===== config.mk =====
export PLATFORM = sky130hd
export DESIGN_NAME = ipv4_longest_prefix_router_core
export DESIGN_NICKNAME = d
export VERILOG_FILES = /design/src/hw/rtl/lpr_pkg.sv /design/src/hw/rtl/lpr_ram.sv /design/src/hw/rtl/lpr_ctrl.sv /design/src/hw/rtl/lpr_datapath.sv /design/src/hw/rtl/ipv4_longest_prefix_router_core.sv
export SDC_FILE = /design/constraint.sdc
export NUM_CORES = 1
export LEC_CHECK = 0
export BUFFER_PORTS_ARGS = -buffer_cell sky130_fd_sc_hd__buf_2
export CORE_MARGIN = 4
export CORE_UTILIZATION = 41
export CTS_CLUSTER_SIZE = 12
export DETAILED_ROUTE_END_ITERATION = 8
export PLACE_DENSITY = 0.66
export SETUP_SLACK_MARGIN = 0.3
export SLEW_MARGIN = 20
export SYNTH_ARGS = -nofsm -noshare
export SYNTH_HDL_FRONTEND = slang
export SYNTH_HIERARCHICAL = 1
export SYNTH_SLANG_ARGS = --single-unit

===== constraint.sdc =====
create_clock -name clk -period 13.7 [get_ports clk]
set_input_delay 4.11 -clock clk [delete_from_list [all_inputs] [get_ports clk]]
set_output_delay 4.11 -clock clk [all_outputs]
set_load 0.02 [all_outputs]

===== src/hw/rtl/lpr_pkg.sv =====
`default_nettype none
// ----------------------------------------------------------------------------
// lpr_pkg: shared types and constants of the longest-prefix router
// Item payloads, the table entry layout, result codes, controller states and
// the command and status bundles between controller and datapath.
// ----------------------------------------------------------------------------
package lpr_pkg;

  // Default number of stored routes.
  localparam int TABLE_DEPTH_DEF = 16;
  // Number of outgoing interfaces; larger interface numbers are clamped.
  localparam int NUM_PORTS = 4;
  // Longest meaningful prefix length.
  localparam logic [5:0] MAX_PREFIX_LEN = 6'd32;

  localparam logic [0:0] KIND_ADD   = 1'b0;
  localparam logic [0:0] KIND_ROUTE = 1'b1;

  typedef enum logic [2:0] {
    STS_FORWARDED   = 3'd0,
    STS_NO_ROUTE    = 3'd1,
    STS_TTL_EXPIRED = 3'd2,
    STS_ADDED       = 3'd3,
    STS_FULL        = 3'd4
  } lpr_status_t;

  typedef struct packed {
    logic [0:0]  kind;
    logic [31:0] new_prefix;
    logic [5:0]  new_prefix_len;
    logic [0:0]  new_has_hop;
    logic [31:0] new_hop_addr;
    logic [1:0]  new_port;
    logic [31:0] dest_addr;
    logic [7:0]  ttl_in;
  } lpr_in_t;

  typedef struct packed {
    lpr_status_t status;
    logic [1:0]  out_port;
    logic [31:0] hop_addr_out;
    logic [7:0]  ttl_out;
  } lpr_out_t;

  typedef struct packed {
    logic [31:0] prefix;
    logic [5:0]  prefix_len;
    logic        has_hop;
    logic [31:0] hop_addr;
    logic [1:0]  port;
  } lpr_entry_t;

  typedef enum logic [2:0] {
    CS_IDLE,
    CS_SCAN,
    CS_DRAIN,
    CS_RESULT
  } lpr_state_t;

  // Controller to datapath.
  typedef struct packed {
    logic capture;     // an item is accepted this cycle
    logic add_write;   // the accepted item is an add
    logic scan_issue;  // read the next table entry
    logic out_load;    // load the result register
  } lpr_cmd_t;

  // Datapath to controller.
  typedef struct packed {
    logic in_is_route; // kind of the item offered at the input
    logic count_zero;  // table holds no routes
    logic last_issue;  // the entry being read is the last stored one
    logic out_free;    // result register can take a new result
  } lpr_sts_t;

  // Network mask for a prefix length of 0 to 32 (longer lengths saturate).
  function automatic logic [31:0] mask_for(input logic [5:0] len);
    logic [31:0] m;
    if (len == 6'd0) begin
      m = 32'h0;
    end else if (len >= MAX_PREFIX_LEN) begin
      m = 32'hFFFF_FFFF;
    end else begin
      m = 32'hFFFF_FFFF << (MAX_PREFIX_LEN - len);
    end
    return m;
  endfunction

endpackage
`default_nettype wire


===== src/hw/rtl/lpr_ram.sv =====
`default_nettype none
// ----------------------------------------------------------------------------
// lpr_ram: generic single-write, single-read RAM
// One write port and one read port with registered read data.
// ----------------------------------------------------------------------------
module lpr_ram #(
  parameter int WIDTH = 8,
  parameter int DEPTH = 16,
  localparam int AW = (DEPTH > 1) ? $clog2(DEPTH) : 1
) (
  input  wire logic             clk,
  input  wire logic             we,
  input  wire logic [AW-1:0]    waddr,
  input  wire logic [WIDTH-1:0] wdata,
  input  wire logic             re,
  input  wire logic [AW-1:0]    raddr,
  output logic      [WIDTH-1:0] rdata
);

  logic [WIDTH-1:0] mem [DEPTH];

  always_ff @(posedge clk) begin
    if (we) begin
      mem[waddr] <= wdata;
    end
    if (re) begin
      rdata <= mem[raddr];
    end
  end

endmodule
`default_nettype wire


===== src/hw/rtl/lpr_ctrl.sv =====
`default_nettype none
// ----------------------------------------------------------------------------
// lpr_ctrl: sequencing state machine of the router
// Accepts items, steps the table scan and hands results to the output stage.
// ----------------------------------------------------------------------------
module lpr_ctrl
  import lpr_pkg::*;
(
  input  wire logic     clk,
  input  wire logic     rst_n,
  input  wire logic     in_valid,
  output logic          in_ready,
  input  wire lpr_sts_t sts,
  output lpr_cmd_t      cmd
);

  lpr_state_t state_r, state_nxt;
  logic       accept;

  assign accept = in_valid && in_ready;

  always_comb begin
    state_nxt = state_r;
    case (state_r)
      CS_IDLE: begin
        if (accept) begin
          if (!sts.in_is_route || sts.count_zero) begin
            state_nxt = CS_RESULT;
          end else begin
            state_nxt = CS_SCAN;
          end
        end
      end
      CS_SCAN: begin
        if (sts.last_issue) begin
          state_nxt = CS_DRAIN;
        end
      end
      CS_DRAIN: state_nxt = CS_RESULT;
      CS_RESULT: begin
        if (sts.out_free) begin
          state_nxt = CS_IDLE;
        end
      end
      default: state_nxt = CS_IDLE;
    endcase
  end

  always_comb begin
    in_ready       = 1'b0;
    cmd            = '0;
    case (state_r)
      CS_IDLE: begin
        in_ready      = 1'b1;
        cmd.capture   = accept;
        cmd.add_write = accept && !sts.in_is_route;
      end
      CS_SCAN:   cmd.scan_issue = 1'b1;
      CS_DRAIN:  cmd = '0;
      CS_RESULT: cmd.out_load = sts.out_free;
      default:   cmd = '0;
    endcase
  end

  always_ff @(posedge clk) begin
    if (!rst_n) begin
      state_r <= CS_IDLE;
    end else begin
      state_r <= state_nxt;
    end
  end

endmodule
`default_nettype wire


===== src/hw/rtl/lpr_datapath.sv =====
`default_nettype none
// ----------------------------------------------------------------------------
// lpr_datapath: route table, masked comparator and result register
// Holds the table memory and route count, compares one entry per cycle
// against the destination and keeps the best match so far.
// ----------------------------------------------------------------------------
module lpr_datapath
  import lpr_pkg::*;
#(
  parameter int TABLE_DEPTH = TABLE_DEPTH_DEF
) (
  input  wire logic     clk,
  input  wire logic     rst_n,
  input  wire lpr_in_t  in_data,
  input  wire lpr_cmd_t cmd,
  output lpr_sts_t      sts,
  output logic          out_valid,
  input  wire logic     out_ready,
  output lpr_out_t      out_data
);

  localparam int AW = (TABLE_DEPTH > 1) ? $clog2(TABLE_DEPTH) : 1;
  localparam int CW = $clog2(TABLE_DEPTH + 1);
  localparam int EW = $bits(lpr_entry_t);

  logic [CW-1:0] count_r;
  logic          full;
  logic [AW-1:0] idx_r;
  logic          cmp_vld_r;
  lpr_in_t       item_r;
  logic          add_full_r;

  logic          found_r;
  logic [5:0]    best_len_r;
  logic          best_has_hop_r;
  logic [31:0]   best_hop_r;
  logic [1:0]    best_port_r;

  lpr_entry_t    wr_entry;
  logic [EW-1:0] rd_word;
  lpr_entry_t    rd_entry;
  logic          hit;

  logic          out_valid_r;
  lpr_out_t      out_r, res_nxt;

  assign full = (count_r == CW'(TABLE_DEPTH));

  // Lengths above 32 and interfaces beyond the last are clamped on storage.
  always_comb begin
    wr_entry.prefix     = in_data.new_prefix;
    wr_entry.prefix_len = (in_data.new_prefix_len > MAX_PREFIX_LEN) ?
                          MAX_PREFIX_LEN : in_data.new_prefix_len;
    wr_entry.has_hop    = in_data.new_has_hop;
    wr_entry.hop_addr   = in_data.new_hop_addr;
    if (int'(in_data.new_port) >= NUM_PORTS) begin
      wr_entry.port = 2'(NUM_PORTS - 1);
    end else begin
      wr_entry.port = in_data.new_port;
    end
  end

  lpr_ram #(
    .WIDTH (EW),
    .DEPTH (TABLE_DEPTH)
  ) u_table (
    .clk   (clk),
    .we    (cmd.add_write && !full),
    .waddr (count_r[AW-1:0]),
    .wdata (wr_entry),
    .re    (cmd.scan_issue),
    .raddr (idx_r),
    .rdata (rd_word)
  );

  assign rd_entry = lpr_entry_t'(rd_word);

  // Equal lengths favour the later entry, hence the non-strict compare.
  assign hit = cmp_vld_r &&
               ((item_r.dest_addr & mask_for(rd_entry.prefix_len)) == rd_entry.prefix) &&
               (rd_entry.prefix_len >= best_len_r);

  always_ff @(posedge clk) begin
    if (!rst_n) begin
      count_r   <= '0;
      idx_r     <= '0;
      cmp_vld_r <= 1'b0;
      found_r   <= 1'b0;
    end else begin
      cmp_vld_r <= cmd.scan_issue;
      if (cmd.add_write && !full) begin
        count_r <= count_r + CW'(1);
      end
      if (cmd.capture) begin
        idx_r   <= '0;
        found_r <= 1'b0;
      end else begin
        if (cmd.scan_issue) begin
          idx_r <= idx_r + AW'(1);
        end
        if (hit) begin
          found_r <= 1'b1;
        end
      end
    end
  end

  always_ff @(posedge clk) begin
    if (cmd.capture) begin
      item_r     <= in_data;
      add_full_r <= full;
      best_len_r <= '0;
    end else if (hit) begin
      best_len_r     <= rd_entry.prefix_len;
      best_has_hop_r <= rd_entry.has_hop;
      best_hop_r     <= rd_entry.hop_addr;
      best_port_r    <= rd_entry.port;
    end
  end

  always_comb begin
    res_nxt = '0;
    if (item_r.kind == KIND_ADD) begin
      res_nxt.status = add_full_r ? STS_FULL : STS_ADDED;
    end else if (!found_r) begin
      res_nxt.status = STS_NO_ROUTE;
    end else if (item_r.ttl_in <= 8'd1) begin
      res_nxt.status = STS_TTL_EXPIRED;
    end else begin
      res_nxt.status       = STS_FORWARDED;
      res_nxt.out_port     = best_port_r;
      res_nxt.hop_addr_out = best_has_hop_r ? best_hop_r : item_r.dest_addr;
      res_nxt.ttl_out      = item_r.ttl_in - 8'd1;
    end
  end

  always_ff @(posedge clk) begin
    if (!rst_n) begin
      out_valid_r <= 1'b0;
    end else if (cmd.out_load) begin
      out_valid_r <= 1'b1;
    end else if (out_ready) begin
      out_valid_r <= 1'b0;
    end
  end

  always_ff @(posedge clk) begin
    if (cmd.out_load) begin
      out_r <= res_nxt;
    end
  end

  assign out_valid = out_valid_r;
  assign out_data  = out_r;

  always_comb begin
    sts.in_is_route = (in_data.kind == KIND_ROUTE);
    sts.count_zero  = (count_r == '0);
    sts.last_issue  = (CW'(idx_r) == (count_r - CW'(1)));
    sts.out_free    = !out_valid_r || out_ready;
  end

endmodule
`default_nettype wire


===== src/hw/rtl/ipv4_longest_prefix_router_core.sv =====
`default_nettype none
// ----------------------------------------------------------------------------
// ipv4_longest_prefix_router_core: IPv4 longest-prefix-match routing table
// Stores routes appended by add items and forwards route items to the
// best-matching interface and next hop.
// ----------------------------------------------------------------------------
// Each input item either appends a route to the table or asks for the route
// of one datagram, and each item yields exactly one result item. Routes are
// held in a single table memory read through one port, so a lookup walks the
// stored routes one per cycle through a shared masked comparator. A route
// item passes from acceptance through the scan, a drain state for the last
// read and a result state before the next acceptance; when the table is
// empty no scan is needed and it goes straight to the result state, as an
// add item does. The longest matching prefix wins and on equal
// length the later route wins. A route whose prefix has bits set beyond its
// length never matches. When nothing matches the result is no route, which
// takes precedence over TTL expired (TTL of 0 or 1). An add to a full table
// stores nothing and reports table full. Results sit in an output register,
// so a finished result may wait for out_ready while the block takes the
// next item; the block stalls only when a second result is ready before the
// first has been taken. The table needs no clearing after reset: the route
// count is cleared and only entries below it are ever read.
// ----------------------------------------------------------------------------
module ipv4_longest_prefix_router_core
  import lpr_pkg::*;
#(
  parameter int TABLE_DEPTH = TABLE_DEPTH_DEF
) (
  input  wire logic    clk,
  input  wire logic    rst_n,
  input  wire logic    in_valid,
  output logic         in_ready,
  input  wire lpr_in_t in_data,
  output logic         out_valid,
  input  wire logic    out_ready,
  output lpr_out_t     out_data
);

  lpr_cmd_t cmd;
  lpr_sts_t sts;

  // The controller owns the sequence; the datapath owns all storage.
  lpr_ctrl u_ctrl (
    .clk      (clk),
    .rst_n    (rst_n),
    .in_valid (in_valid),
    .in_ready (in_ready),
    .sts      (sts),
    .cmd      (cmd)
  );

  lpr_datapath #(
    .TABLE_DEPTH (TABLE_DEPTH)
  ) u_datapath (
    .clk       (clk),
    .rst_n     (rst_n),
    .in_data   (in_data),
    .cmd       (cmd),
    .sts       (sts),
    .out_valid (out_valid),
    .out_ready (out_ready),
    .out_data  (out_data)
  );

endmodule
`default_nettype wire

==> reports/metrics.yaml, run 1 <==
run_status: "finished clean"
report.final.hold_viol_count: 0
syn_nets: 2723
total_power_mw: 10.0
period_needed_ns: 6.83
instance_count_of_the_mapped_netlist: 2584
timing.critical_path.slowest_cell_delay_ns: 0.95
slew-limit-headroom_pct: 21.9
worst_hold_path_type: "reg -> reg"
io_buffers: 164
multi_input_comb_area_um2: 11700
synth-edff-count: 1363
avgSynthCellArea_um2: 20.7
synth_async_sr_flop_share_pct: 0
critical_path_required_ns: 14.06
critical_path_peak_fanout: 48
power_switching_share_pct: 25.4
vdd_drop_max_mv: 0.165
power.net_switching_mw: 2.54
avgRoutedWirePerCell_um: 28.7
track_usage_pct: 19.4
cts_repair_resize_count: 0
grt_remaining_overflow: 0
totalNegativeSetupSlack_ns: 0
grt_setup_unrepaired: "false"
floorplan.initialDensity_pct: 41.4
cts_buffers: 145
synth_warnings: 6
critPathTopFamily: "simple AND/OR/NAND/NOR gates"
antenna_found_initial: 28
dominantRegCellSynth: "sky130_fd_sc_hd__edfxtp_1"
num-fill-cells: 10600
timing.reg2reg.setup_slack_ns: 8.27
clk_latency_ns: 0.75
floorplan.core_area_um2: 130000
timing.setup.critical_path_class: "in -> reg"
ctsHoldBuffers: 0
cap_viol_max_count: 0
maxClockFrequency_ghz: 0.146
clock_transition_at_the_registers_of_the_reported_paths_ns: 0.05
timing_worst_slew_pin_value_ns: 1.17
vias_in_the_first_global_route: 27700
number_of_nets_with_antenna_violations_after_routing: 0
routed_wire_length_mm: 133
num_vias: 27000
synth.distinct_cells: 79
cp-end-kind: "flop"
ctsRootBufferMaster: "sky130_fd_sc_hd__clkbuf_16"
timing.hold.ws_ns: 0.418
drc_errors: 0
max-clock-path-buffers: 3
boundaryPins: 165
critPathArrivalTime_ns: 7.19
wire_length_of_the_first_global_routing_pass_mm: 193
cell_with_the_largest_stage_delay_on_the_worst_path: "sky130_fd_sc_hd__nor2_4"
fp_rows: 132
finalWeightedCongestion: 0.895
fp.dieArea_um2: 137000
first_iter_violations: 2894
numClockSinks: 1383
htreeDepth: 4
fp.dieW_um: 370
syn-cell-area_um2: 53600
power.share.clock_pct: 35.4
cts_setup_buffers: 0
power_report.internal_total_mw: 7.46
period_share_pct: 49.8
drtPass1Iterations: 5
die_h_um: 370
p_leak_nw: 18.9
route.detailed.vias_per_inst: 5.80
sequential_fraction_of_design_power_pct: 50.4
worst_skew_ns: 0.0302
dp_hpwl_mm: 79.5
pwr_density_cell_nw_per_um2: 165
startpoint_type: "primary input"
synthToLayoutAreaGrowth_pct: 13.3
cts_tree: "yes"
regArea_um2: 41300
drive_gt1_share_pct: 25.0
finish.net_count: 2948
pin_count_of_the_biggest_net_entering_global_routing: 155
comb_power_share_pct: 14.2
timing.final.setup_violations: 0
critical_path_buf_inv_count: 2
worstPathCellList: "buf_2 > nand2_1 > nor2_1 > and2_1 > nand3b_1 > nor2_4 > buf_4"
seq_area_frac_synth_pct: 77.1
timing.final.max_slew_violations: 0
ys_seq_elements: 1383
[power groups by stage]
stage | logic (mW) | registers, mW | clock network (mW)
6_report | 1.42 | 5.04 | 3.55
5_1_grt | 1.52 | 5.05 | 3.81
4_1_cts | 1.43 | 5.04 | 3.62
3_5_place_dp | 1.42 | 5.12 | 0
3_3_place_gp | 1.41 | 5.12 | 0
2_1_floorplan | 1.01 | 5.03 | 0
[placed cells by master (no fill, tap or decap), types with 6 or more instances in the layout]
| cell type | count |
|---|---|
| sky130_fd_sc_hd__a21o_1 | 11 |
| sky130_fd_sc_hd__a21oi_1 | 25 |
| sky130_fd_sc_hd__a22oi_1 | 152 |
| sky130_fd_sc_hd__and2_1 | 6 |
| sky130_fd_sc_hd__buf_2 | 164 |
| sky130_fd_sc_hd__buf_4 | 37 |
| sky130_fd_sc_hd__clkbuf_1 | 38 |
| sky130_fd_sc_hd__clkbuf_16 | 149 |
| sky130_fd_sc_hd__clkinv_1 | 26 |
| sky130_fd_sc_hd__clkinv_2 | 6 |
| sky130_fd_sc_hd__dfxtp_1 | 18 |
| sky130_fd_sc_hd__diode_2 | 6 |
| sky130_fd_sc_hd__edfxtp_1 | 1363 |
| sky130_fd_sc_hd__ha_1 | 20 |
| sky130_fd_sc_hd__inv_1 | 33 |
| sky130_fd_sc_hd__mux2_2 | 6 |
| sky130_fd_sc_hd__mux2i_1 | 47 |
| sky130_fd_sc_hd__mux4_2 | 292 |
| sky130_fd_sc_hd__nand2_1 | 111 |
| sky130_fd_sc_hd__nand2b_1 | 36 |
| sky130_fd_sc_hd__nand3_1 | 12 |
| sky130_fd_sc_hd__nand4_1 | 20 |
| sky130_fd_sc_hd__nor2_1 | 74 |
| sky130_fd_sc_hd__nor2_4 | 14 |
| sky130_fd_sc_hd__nor2b_1 | 21 |
| sky130_fd_sc_hd__nor3_1 | 9 |
| sky130_fd_sc_hd__nor4_1 | 13 |
| sky130_fd_sc_hd__o21ai_0 | 28 |
| sky130_fd_sc_hd__xnor2_1 | 15 |
| sky130_fd_sc_hd__xor2_1 | 7 |
[registers in the layout (all words and copies together), names as in the netlist]
signal                     cells
u_datapath/best_port_r         2
u_datapath/u_table/mem      1168
u_ctrl/state_r                 2
u_datapath/item_r             41
u_datapath/found_r             1
u_datapath/best_len_r          6
u_datapath/add_full_r          1
u_datapath/cmp_vld_r           1
u_datapath/best_hop_r         32
u_datapath/idx_r               4
u_datapath/out_valid           1
u_datapath/out_data           45
u_datapath/u_table/rdata      73
u_datapath/best_has_hop_r      1
u_datapath/count_r             5
[logic make-up after synthesis]
kind of cell	Yosys count	share of synthesized area, %
XOR/XNOR	22	0.359
flip-flops	1383	77.1
AO/OA/AOI/OAI	281	3.81
adder cells (fa/ha/maj)	21	0.490
AND/OR/NAND/NOR	372	3.57
buffers and inverters	160	1.43
multiplexers	345	13.3
[final timing paths]
check / cells past startpoint / end / startpoint
setup / recovery: 7 / u_datapath/u_table/mem[10][65]$_DFFE_PP_ / in_valid
hold / removal: 0 / u_datapath/best_hop_r[18]$_DFFE_PP_ / u_datapath/u_table/rdata[20]$_DFFE_PP_
setup reg to reg: 11 / u_datapath/best_hop_r[30]$_DFFE_PP_ / u_datapath/u_table/rdata[36]$_DFFE_PP_
hold reg to reg: 0 / u_datapath/best_hop_r[18]$_DFFE_PP_ / u_datapath/u_table/rdata[20]$_DFFE_PP_
[Yosys cell counts (5+ instances only)]
master / n / area [um2]
sky130_fd_sc_hd__edfxtp_1: 1363 / 40900
sky130_fd_sc_hd__mux4_2: 292 / 6580
sky130_fd_sc_hd__a22oi_1: 152 / 1140
sky130_fd_sc_hd__nand2_1: 111 / 417
sky130_fd_sc_hd__nor2_1: 88 / 330
sky130_fd_sc_hd__clkbuf_1: 62 / 233
sky130_fd_sc_hd__mux2i_1: 47 / 470
sky130_fd_sc_hd__nand2b_1: 36 / 225
sky130_fd_sc_hd__inv_1: 33 / 124
sky130_fd_sc_hd__o21ai_0: 28 / 140
sky130_fd_sc_hd__a21oi_1: 25 / 125
sky130_fd_sc_hd__nor2b_1: 25 / 156
sky130_fd_sc_hd__buf_1: 22 / 82.6
sky130_fd_sc_hd__ha_1: 21 / 263
sky130_fd_sc_hd__dfxtp_1: 20 / 400
sky130_fd_sc_hd__nand4_1: 20 / 125
sky130_fd_sc_hd__buf_2: 16 / 80.1
sky130_fd_sc_hd__xnor2_1: 15 / 131
sky130_fd_sc_hd__buf_4: 14 / 105
sky130_fd_sc_hd__nor3_1: 13 / 65.1
sky130_fd_sc_hd__nor4_1: 13 / 81.3
sky130_fd_sc_hd__buf_6: 12 / 135
sky130_fd_sc_hd__nand3_1: 12 / 60.1
sky130_fd_sc_hd__a21o_1: 11 / 82.6
sky130_fd_sc_hd__and2_1: 9 / 56.3
sky130_fd_sc_hd__xor2_1: 7 / 61.3
sky130_fd_sc_hd__mux2_2: 6 / 67.6
sky130_fd_sc_hd__a2111oi_0: 5 / 43.8
sky130_fd_sc_hd__a211o_1: 5 / 43.8
sky130_fd_sc_hd__nand3b_1: 5 / 37.5
sky130_fd_sc_hd__or2_2: 5 / 31.3
[area by class of cell]
class,count,area share [%]
Antenna cell,6,0.0247
Clock buffer,187,6.37
Clock inverter,49,0.575
Inverter,33,0.204
Multi-Input combinational cell,1041,19.2
Sequential cell,1383,68.1
Tap cell,1742,3.59
Timing Repair Buffer,205,1.93
[routing by layer]
| layer | wire length, um | GRT usage, % | part of all wire, % | up-vias |
|---|---|---|---|---|
| li1 | - | - | - | 11200 |
| met1 | 55500 | 27.5 | 42 | 14300 |
| met2 | 63400 | 30.7 | 48 | 1244 |
| met3 | 11600 | 4.40 | 8.7 | 187 |
| met4 | 2870 | 4.97 | 2.2 | 10 |
| met5 | 62 | 0 | 0.046 | - |
[worst register-to-register path, delay by kind of cell, from the launching register on]
family | cells | cell delay, ns
adders and majority gates | 1 | 0.61
xor gates and xnor gates | 1 | 0.30
and+or+nand+nor | 6 | 2.51
muxes | 1 | 0.31
DFF | 1 | 0.58
buffers and inverters | 2 | 0.67
[stage by stage]
step | area, um2 | cells | utilization (%) | setup WS [ns]
floorplan | 53600 | 2584 | - | 2.91
finish | 60700 | 4646 | 46.8 | 6.87
CTS | 60700 | 4639 | 46.8 | 6.84
global route | 60700 | 4641 | 46.8 | 6.73
global placement | 56500 | 4403 | 43.6 | 6.08
detailed placement | 56500 | 4403 | 43.6 | 6.06
(Power assumes the default switching activity.)
==> inputs of run 2 (changes only) <==
==> constraint.sdc (replaced) <==
create_clock -name clk -period 6.8 [get_ports clk]
set_input_delay 2.04 -clock clk [delete_from_list [all_inputs] [get_ports clk]]
set_output_delay 2.04 -clock clk [all_outputs]
set_load 0.02 [all_outputs]
==> reports/metrics.yaml, run 2 (synthesis gave the netlist of run 1 again) <==
total_power_mw: 20.2
floorplan.initialDensity_pct: 41.4
critical_path_peak_fanout: 35
numClockSinks: 1383
worst_skew_ns: 0.0264
power_report.internal_total_mw: 15.1
timing.setup.critical_path_class: "reg -> reg"
preCtsSetupSlack_ns: 1.75
critical_path_buf_inv_count: 2
timing.critical_path.slowest_cell_delay_ns: 0.62
p_leak_nw: 18.9
die_h_um: 370
post_layout_nonfiller_instances: 4643
avgRoutedWirePerCell_um: 29.3
grt_setup_unrepaired: "false"
period_needed_ns: 5.08
routed_wire_length_mm: 136
fp.dieW_um: 370
fp_rows: 132
post-route-cell-area_um2: 60900
timing.final.max_slew_violations: 0
timing_worst_slew_pin_value_ns: 1.05
antenna_found_initial: 16
final_cell_mix: "1363 x sky130_fd_sc_hd__edfxtp_1, 292 x sky130_fd_sc_hd__mux4_2, 164 x sky130_fd_sc_hd__buf_2"
cts_tree: "yes"
grt_remaining_overflow: 0
vias_in_the_first_global_route: 27300
track_usage_pct: 19.9
critPathTopFamily: "simple AND/OR/NAND/NOR gates"
boundaryPins: 165
max-clock-path-buffers: 3
worstPathCellList: "inv_1 > ha_1 > nor3b_2 > xnor2_1 > nor4_1 > mux2_2 > nor3_1 > nand4b_1 > or4_1 > nor2_4 > buf_4"
period_share_pct: 74.8
pwr_density_cell_nw_per_um2: 331
fp.dieArea_um2: 137000
utilization_pct: 47.0
largest_register_ff_count: 1168
totalNegativeSetupSlack_ns: 0
numPlacedInstances: 4418
drtPass1Iterations: 5
maxClockFrequency_ghz: 0.197
number_of_nets_with_antenna_violations_after_routing: 0
layout.cells.most_common: "sky130_fd_sc_hd__edfxtp_1"
power.share.clock_pct: 35.4
drc_errors: 0
ctsRootBufferMaster: "sky130_fd_sc_hd__clkbuf_16"
num_vias: 26700
worst_hold_path_type: "reg -> reg"
route.detailed.vias_per_inst: 5.74
wire_length_of_the_first_global_routing_pass_mm: 197
critical_path_required_ns: 7.16
htreeDepth: 4
cap_viol_max_count: 0
run_status: "finished clean"
cts_repair_resize_count: 0
final_critical_path_setup_slack_ns: 1.72
finish.net_count: 2959
cell_with_the_largest_stage_delay_on_the_worst_path: "sky130_fd_sc_hd__ha_1"
sequential_fraction_of_design_power_pct: 50.5
vdd_drop_max_mv: 0.222
power_switching_share_pct: 25.2
finalWeightedCongestion: 0.883
timing.hold.ws_ns: 0.418
cts_setup_buffers: 0
startpoint_type: "flop"
cp-end-kind: "flop"
critPathArrivalTime_ns: 5.45
io_buffers: 164
slew-limit-headroom_pct: 29.0
floorplan.core_area_um2: 130000
clk_latency_ns: 0.75
ctsHoldBuffers: 0
first_iter_violations: 2790
timing.final.setup_violations: 0
cts_buffers: 142
placed_area_um2: 56700
comb_power_share_pct: 14.1
pin_count_of_the_biggest_net_entering_global_routing: 114
dp_hpwl_mm: 85.9
clock_transition_at_the_registers_of_the_reported_paths_ns: 0.06
report.final.hold_viol_count: 0
largest-register: "u_datapath/u_table/mem"
synthToLayoutAreaGrowth_pct: 13.6
drive_gt1_share_pct: 25.4
power.net_switching_mw: 5.09
## run 2: cell types whose count changed in the layout (fill, tap and decap cells not counted), moves of 2 or more
cell | before | now
sky130_fd_sc_hd__nor3_2 | 4 | 0
sky130_fd_sc_hd__clkinv_8 | 4 | 1
sky130_fd_sc_hd__buf_6 | 1 | 3
sky130_fd_sc_hd__clkinv_1 | 26 | 17
sky130_fd_sc_hd__clkinv_2 | 6 | 4
sky130_fd_sc_hd__bufinv_16 | 1 | 4
sky130_fd_sc_hd__clkinv_16 | 0 | 2
sky130_fd_sc_hd__clkbuf_1 | 38 | 34
sky130_fd_sc_hd__buf_4 | 37 | 43
sky130_fd_sc_hd__buf_12 | 3 | 9
sky130_fd_sc_hd__inv_6 | 5 | 3
sky130_fd_sc_hd__clkbuf_16 | 149 | 146
sky130_fd_sc_hd__nor3_4 | 0 | 4
## run 2: area by class of cell
cell class / instances / area (um2)
clock buffer: 181 / 3790
tap: 1742 / 2180
inverter: 33 / 124
sequential: 1383 / 41300
multi-input combinational: 1041 / 11700
fill: 10600 / 68700
timing repair buffer: 219 / 1360
antenna: 6 / 15.0
clock inverter: 38 / 398
## run 2: per-layer routing
metal  routed length (um)  up-vias  track usage (%)
li1                     -    11200                -
met1                54300    14200             26.6
met2                68000     1086             33.3
met3                10600      184             4.59
met4                 2920       14             4.82
met5                   85        -                0
## run 2: worst paths after layout
kind / slack [ns] / start / end / depth (start not counted)
worst max-delay path: 1.72 / u_datapath/u_table/rdata[35]$_DFFE_PP_ / u_datapath/best_hop_r[12]$_DFFE_PP_ / 11
worst min-delay path: 0.42 / u_datapath/u_table/rdata[30]$_DFFE_PP_ / u_datapath/best_hop_r[28]$_DFFE_PP_ / 0
worst max register to register: 1.72 / u_datapath/u_table/rdata[35]$_DFFE_PP_ / u_datapath/best_hop_r[12]$_DFFE_PP_ / 11
worst min register to register: 0.42 / u_datapath/u_table/rdata[30]$_DFFE_PP_ / u_datapath/best_hop_r[28]$_DFFE_PP_ / 0
## run 2: power groups by stage
| stage | clock [mW] | combinational [mW] | sequential (mW) |
|---|---|---|---|
| 6_report | 7.14 | 2.85 | 10.2 |
| 5_1_grt | 7.69 | 3.05 | 10.2 |
| 4_1_cts | 7.30 | 2.87 | 10.2 |
| 3_5_place_dp | 0 | 2.86 | 10.3 |
| 3_3_place_gp | 0 | 2.86 | 10.3 |
| 2_1_floorplan | 0 | 2.04 | 10.1 |
